`src/vtd_pkg.sv`:
```
// ----------------------------------------------------------------------------
// vtd_pkg: shared definitions for the view topology detector
// register indexes, mode codes, reset values and inter-stage structs
// ----------------------------------------------------------------------------
package vtd_pkg;

    localparam int HISTORY_DEPTH_DEF = 8;
    localparam int POSITION_BITS_DEF = 24;

    localparam int COUNT_W      = 32;
    localparam int CFG_INDEX_W  = 3;
    localparam int CFG_DATA_W   = 16;

    localparam logic [15:0]       SWING_RESET  = 16'd1024;
    localparam logic [7:0]        STALE_RESET  = 8'd3;
    localparam logic [3:0]        VOTE_RESET   = 4'd6;
    localparam logic signed [2:0] METHOD_RESET = -3'sd1;
    localparam logic signed [2:0] METHOD_MONO  = 3'sd3;
    localparam logic              SHARED_RESET = 1'b0;

    // configuration register indexes
    typedef enum logic [CFG_INDEX_W-1:0] {
        REG_SWING  = 3'd0,
        REG_STALE  = 3'd1,
        REG_VOTE   = 3'd2,
        REG_METHOD = 3'd3,
        REG_SHARED = 3'd4
    } vtd_reg_t;

    typedef enum logic [1:0] {
        MODE_UNKNOWN     = 2'd0,
        MODE_STEREO      = 2'd1,
        MODE_ALTERNATING = 2'd2,
        MODE_MONO        = 2'd3
    } vtd_mode_t;

    // settings used by the vote stage
    typedef struct packed {
        logic [15:0]       swing;
        logic [3:0]        vote_thr;
        logic signed [2:0] method;
        logic              shared;
    } vtd_cfg_t;

    // per-request control from the difference stage to the vote stage
    typedef struct packed {
        logic clr;       // two views fell to one: clear ring first
        logic fresh;     // other slot heard recently
        logic shift;     // a second difference exists, push a verdict
        logic have_psd;  // a previous second difference exists
    } vtd_ctrl_t;

endpackage

```
`src/vtd_diff.sv`:
```
// ----------------------------------------------------------------------------
// vtd_diff: slot tracking and second-difference stage
// keeps per-slot history, judges freshness, registers the second difference
// ----------------------------------------------------------------------------
module vtd_diff
    import vtd_pkg::*;
#(
    parameter int POSITION_BITS = POSITION_BITS_DEF
)
(
    input  logic                            clk,
    input  logic                            rst_n,
    input  logic                            load_en,
    input  logic [7:0]                      stale_limit,
    input  logic                            eye_index,
    input  logic signed [POSITION_BITS-1:0] pos [3],
    output logic signed [POSITION_BITS+1:0] accel [3],
    output logic signed [POSITION_BITS+1:0] prev_accel [3],
    output vtd_ctrl_t                       ctrl,
    output logic [COUNT_W-1:0]              count
);

    localparam int DW = POSITION_BITS + 1;
    localparam int AW = POSITION_BITS + 2;

    logic [COUNT_W-1:0]          call_cnt_reg;
    logic [COUNT_W-1:0]          last_call_reg [2];
    logic [1:0]                  seen_reg;
    logic signed [POSITION_BITS-1:0] last_pos_reg [2][3];
    logic                        two_view_reg;
    logic signed [DW-1:0]        pdelta_reg [3];
    logic                        pdv_reg;
    logic signed [AW-1:0]        psd_reg [3];
    logic                        psv_reg;

    logic signed [AW-1:0]        accel_reg [3];
    logic signed [AW-1:0]        prev_accel_reg [3];
    vtd_ctrl_t                   ctrl_reg;
    logic [COUNT_W-1:0]          count_reg;

    logic                        other;
    logic [COUNT_W-1:0]          cnt_next;
    logic [COUNT_W-1:0]          age;
    logic                        fresh;
    logic                        clr;
    logic                        pdv_eff;
    logic                        psv_eff;
    logic                        has_prev;
    logic                        shift;
    logic signed [DW-1:0]        delta [3];
    logic signed [AW-1:0]        acc [3];

    always_comb
    begin
        other    = ~eye_index;
        cnt_next = call_cnt_reg + COUNT_W'(1);
        age      = cnt_next - last_call_reg[other];
        fresh    = seen_reg[other] && (age <= COUNT_W'(stale_limit));
        clr      = two_view_reg && !fresh;
        pdv_eff  = pdv_reg && !clr;
        psv_eff  = psv_reg && !clr;
        has_prev = seen_reg[eye_index];
        shift    = has_prev && pdv_eff;
        for (int k = 0; k < 3; k++)
        begin
            delta[k] = DW'(pos[k]) - DW'(last_pos_reg[eye_index][k]);
            acc[k]   = AW'(delta[k]) - AW'(pdelta_reg[k]);
        end
    end

    always_ff @(posedge clk or negedge rst_n)
    begin
        if (!rst_n)
        begin
            call_cnt_reg <= '0;
            seen_reg     <= '0;
            two_view_reg <= 1'b0;
            pdv_reg      <= 1'b0;
            psv_reg      <= 1'b0;
            ctrl_reg     <= '0;
        end
        else if (load_en)
        begin
            call_cnt_reg        <= cnt_next;
            seen_reg[eye_index] <= 1'b1;
            two_view_reg        <= fresh;
            pdv_reg             <= has_prev ? 1'b1 : pdv_eff;
            psv_reg             <= shift ? 1'b1 : psv_eff;
            ctrl_reg.clr        <= clr;
            ctrl_reg.fresh      <= fresh;
            ctrl_reg.shift      <= shift;
            ctrl_reg.have_psd   <= psv_eff;
        end
    end

    // history payload, only read behind the seen and valid flags
    always_ff @(posedge clk)
    begin
        if (load_en)
        begin
            last_call_reg[eye_index] <= cnt_next;
            count_reg                <= cnt_next;
            for (int k = 0; k < 3; k++)
            begin
                last_pos_reg[eye_index][k] <= pos[k];
                if (has_prev)
                    pdelta_reg[k] <= delta[k];
                if (shift)
                    psd_reg[k] <= acc[k];
                accel_reg[k]      <= acc[k];
                prev_accel_reg[k] <= psd_reg[k];
            end
        end
    end

    assign accel      = accel_reg;
    assign prev_accel = prev_accel_reg;
    assign ctrl       = ctrl_reg;
    assign count      = count_reg;

endmodule

```
`config.mk`:
```
export PLATFORM = sky130hd
export DESIGN_NAME = vtd_diff
export DESIGN_NICKNAME = d
export VERILOG_FILES = /design/src/vtd_pkg.sv /design/src/vtd_diff.sv
export SDC_FILE = /design/constraint.sdc
export NUM_CORES = 1
export LEC_CHECK = 0
export BUFFER_PORTS_ARGS = -buffer_cell sky130_fd_sc_hd__buf_2
export CORE_ASPECT_RATIO = 1.25
export CORE_MARGIN = 4
export CORE_UTILIZATION = 54
export DETAILED_ROUTE_END_ITERATION = 16
export GPL_ROUTABILITY_DRIVEN = 0
export PLACE_DENSITY = 0.86
export SYNTH_ARGS = -nofsm -noshare
export SYNTH_HDL_FRONTEND = slang
export SYNTH_SLANG_ARGS = --single-unit
```
`constraint.sdc`:
```
create_clock -name clk -period 10.3 [get_ports clk]
set_input_delay 1.03 -clock clk [delete_from_list [all_inputs] [get_ports clk]]
set_output_delay 1.03 -clock clk [all_outputs]
set_load 0.03 [all_outputs]
```
# == After elaboration in Yosys (flattened, before gate mapping) ==
# Memories as Yosys holds them, arrays and structs flattened. A register that Yosys moved wholly into a read port is not among the register bits.
# Index checks and enable logic that the tools add are counted.
# totals
reg_bits,150
ram_bits,361
in_bits,84
output_inout_bits,192
wordCells,54
n_memories,4
# op_classes
addsub,8
magnitude_cmp,4
n_mux,16
bitwise,2
n_reduce_logical,8
# mem_list
name,words,word_bits,rd,rd_ports_with_merged_regs,write_ports,line_no,rtl
last_pos_reg,2,72,1,0,1,vtd_diff.sv:29,logic signed [POSITION_BITS-1:0] last_pos_reg [2][3];
psd_reg,3,26,3,3,3,vtd_diff.sv:33,logic signed [AW-1:0] psd_reg [3];
pdelta_reg,3,25,3,0,3,vtd_diff.sv:31,logic signed [DW-1:0] pdelta_reg [3];
last_call_reg,2,32,1,0,1,vtd_diff.sv:27,logic [COUNT_W-1:0] last_call_reg [2];
# op_table
operator,count
$sub A25 B25 Y26,3
$sub A24 B24 Y25,3
$add A32 B1 Y32 const B,1
$le A32 B8 Y1,1
$sub A32 B32 Y32,1
$mux W1,15
$logic_and A1 B1 Y1,6
$lt A1 B2 Y1 const B,2
$logic_not A1 Y1,2
$or A2 B2 Y2,1
$demux W1 S1,1
$ge A1 B1 Y1 const B,1
$not A1 Y1,1

# == Logic depth before layout (Yosys ltp) ==
# An unclocked memory read counts as a cell.
# logic_depth
depth_word,13
mapped_depth,26
mapped_depth_nobuf,24

# == Least setup slack after synthesis ==
# Ideal clock, no wire load.
# synth_timing
kind,input to register
from,input port eye_index
to,"memory psd_reg[0][0] in the netlist's numbering, enable pin"
setup_ns,0.609
t_arrival_ns,10.621
required_ns,9.691
setup_slack_ns,-0.930
cell_stages,5
path_buffers,1
cell_sequence,buf_2 mux2i_1 nor2b_1 inv_1 nor3_1
# synth_rtl
item,line_no,rtl
from (decl),vtd_diff.sv:15,"input logic eye_index,"
to (decl),vtd_diff.sv:33,

==> results.cfg <==
[final_layout]
register_area_um2 = 17500
fillers = 3745
areaGrowthSynthToFinish_pct = 14.1
stdcell_count = 3232
drive_above_1_share_pct = 16.5
nets = 2771
largest_reg_flops = 144
multi_input_area_um2 = 10700

[timing]
setup_violations = 0
grt_setup_unrepaired = false
slew_viol_final = 0
relSlewSlack_pct = 20.0
setup_tns_ns = 0
worstMarginPinSlew_ns = 1.20
fin_ws_ns = 3.37
max_freq_mhz = 144
clock_skew_ns = 0.0281
period_share_pct = 67.2
final-hold-violation-count = 0
period_minus_slack_ns = 6.93

[clock_tree]
clock_latency_ns = 0.62
root_buffer = clkbuf_16
cts_resized = 0
cts_sinks = 589
hold_buffers = 0
cts_made_buffers = 56
postCtsSetupBuffers = 0
cts_max_level = 2
clockBufferDepth = 3
clk_pin_slew_ns = 0.06
cts_tree = done

[setup_path]
crit_start = eye_index
reg2reg_from = call_cnt_reg[0]
slowest_delay_ns = 0.58
critPathKind = in -> reg
crit_arrival_ns = 7.27
crit_required_ns = 10.65
cpMaxStageDelayCell = o31ai_1
timing.critical_path.cells = buf_6, buf_4, mux2_2, ha_1, inv_1, fa_1, a21o_1, a21oi_1, o21bai_1, a21oi_1, o21ai_0, a21o_1, a211oi_1, a211oi_1, ha_1, nand2_1, o21ai_0, o31ai_1, o21ai_0, o31a_1, or3_1, a41o_1, a21oi_1, xnor2_1
worstSetupStartpointType = input port
end_kind = flip-flop
path_max_fanout = 51

[global_routing]
gr-total-overflow = 0
grt_pass1_vias = 19100
antenna_found_initial = 22
grt_usage_pct = 21.1
grt_max_degree = 79
grt_pass1_wl_mm = 97.8

[floorplanning]
rows = 94
die-width_um = 215
ios = 276
coreArea_um2 = 52800
dieArea_um2 = 57400
fp.dieH_um = 267
initial_utilization_pct = 54.8

[routing]
antenna_left = 0
first_iter_violations = 1356
post-route-drc-count = 0
firstDrtPassIters = 6
vias = 18800
avgViaCountPerCell = 5.82
wl_per_cell_um = 19.3
wl_mm = 62.5

[logic_synthesis]
synthDistinctLibCells = 85
synth_seq_cells = 589
synthesis.area_um2 = 28900
synthTopCellsByArea = edfxtp_1 (57%), ha_1 (8.0%), xnor2_1 (4.1%)
async_flop_share_pct = 6.79
synth_top_area_share_pct = 57.0
syn_inst = 2191
synth_ff_type = edfxtp_1
syn_nets = 2467
synth_edf_count = 549
yosys.area.top_type = edfxtp_1
ys_warn_count = 0
syn_area_per_cell_um2 = 13.2
seq_area_frac_synth_pct = 60.5

[power]
p_per_area_nw_per_um2 = 249
comb_power_share_pct = 32.3
power.leakage_uw = 0.0138
pwr-share-seq_pct = 42.8
power_frac_clock_pct = 24.9
ir_drop_v = 0.000151
internal_power_uw = 5480
swShare_pct = 33.4
switching_power_uw = 2750

[min_path]
min_path_type = reg -> reg
hold_start = psd_reg[0][72]

[placement]
portBuffers = 275
dp.cells = 3109
pre_cts_slack_ns = 2.90
place.detailed.hpwl_mm = 44.5

[status]
status = finished clean

[flow_run]
cap_violations = 0
==> cell usage in the layout (no fill, tap or decap), drive strengths merged, types with 23 or more instances in the layout <==
cell type  synthesis  routed
nor3              42      42
xor2              56      56
xnor2            135     135
nor2             119     119
mux2i            108     108
o21ai             60      60
clkbuf            23      67
a21oi            114     114
inv              150     153
nand4             23      23
nand3             58      58
clkinv             0      23
nor2b             28      28
buf               16     285
dfrtp             40      40
and3              32      32
nand2             97      97
edfxtp           549     549
ha               185     185
a21o              59      59
==> critical path, delay by kind of cell <==
| family | cells | cell delay [ns] |
|---|---|---|
| adders and majority gates | 3 | 0.95 |
| AOI/OAI and AO/OA | 14 | 3.39 |
| xor gates and xnor gates | 1 | 0.10 |
| buffers and inverters | 3 | 1.03 |
| muxes | 1 | 0.24 |
| and+or+nand+nor | 2 | 0.46 |
==> cell usage after synthesis, drive strengths merged (8+ instances only) <==
| cell | n |
|---|---|
| nor3 | 42 |
| a21boi | 11 |
| inv | 150 |
| nor2b | 28 |
| clkbuf | 23 |
| a2111oi | 8 |
| ha | 185 |
| o21a | 21 |
| nand2 | 97 |
| a211oi | 21 |
| nand4 | 23 |
| or3 | 17 |
| nand3 | 58 |
| and3 | 32 |
| xor2 | 56 |
| mux2i | 108 |
| or2 | 15 |
| xnor2 | 135 |
| o211ai | 10 |
| o21ai | 60 |
| a21oi | 114 |
| dfrtp | 40 |
| mux2 | 9 |
| buf | 16 |
| nand2b | 21 |
| a31oi | 14 |
| and2 | 13 |
| edfxtp | 549 |
| o21bai | 12 |
| o31ai | 12 |
| a21o | 59 |
| nor2 | 119 |
==> final timing paths <==
kind / cells past startpoint / slack (ns) / end
worst min-delay path: 0 / 0.40 / prev_accel[20]
worst max-delay path: 24 / 3.37 / psd_reg[0][76]
worst max register to register: 22 / 3.46 / psd_reg[0][64]
min in group asynchronous: 1 / 0.58 / call_cnt_reg[25]
max in group asynchronous: 1 / 9.12 / call_cnt_reg[3]
worst min register to register: 0 / 0.40 / prev_accel[20]
==> power groups by stage <==
| stage | Sequential (µW) | Combinational (µW) | Clock (µW) |
|---|---|---|---|
| after floorplan | 4040 | 1450 | 0 |
| after global placement | 3550 | 2520 | 0 |
| after detailed placement | 3580 | 2630 | 0 |
| after CTS | 3530 | 2660 | 2090 |
| after global routing | 3570 | 2900 | 2190 |
| final | 3530 | 2660 | 2050 |
==> logic make-up after synthesis <==
group                    synth area share, %
flip-flops                              60.5
AO/OA/AOI/OAI                           9.98
adder cells (fa/ha/maj)                 8.52
multiplexers                            4.09
buffers and inverters                   2.53
AND/OR/NAND/NOR                         8.56
XOR/XNOR                                5.87
==> final cells by class <==
| type | instances | area share (%) |
|---|---|---|
| timing repair buffer | 285 | 4.45 |
| clock buffer | 67 | 4.50 |
| tap | 672 | 2.55 |
| antenna | 19 | 0.144 |
| inverter | 150 | 1.71 |
| sequential | 589 | 53.0 |
| clock inverter | 37 | 1.14 |
| multi-input combinational | 1413 | 32.5 |
==> through the flow <==
| step | utilization [%] | hold WS, ns | total power, µW | cell area [µm²] |
|---|---|---|---|---|
| after global routing | 62.5 | 0.420 | 8660 | 33000 |
| after CTS | 62.4 | 0.402 | 8280 | 33000 |
| after global placement | 58.9 | 0.401 | 6070 | 31100 |
| after floorplan | - | 0.400 | 5490 | 28900 |
| after detailed placement | 58.9 | 0.405 | 6210 | 31100 |
| final | 62.5 | 0.404 | 8230 | 33000 |
==> per-layer routing <==
| layer | part of all wire, % | GRT usage (%) | up-vias | wire, µm |
|---|---|---|---|---|
| li1 | - | - | 8872 | - |
| met1 | 37 | 23.3 | 9139 | 23200 |
| met2 | 53 | 38.9 | 611 | 33200 |
| met3 | 4.9 | 3.70 | 182 | 3070 |
| met4 | 4.7 | 10.8 | 4 | 2950 |
| met5 | 0.050 | 0 | - | 31 |
Note: power is estimated with default switching activity, not from simulation.
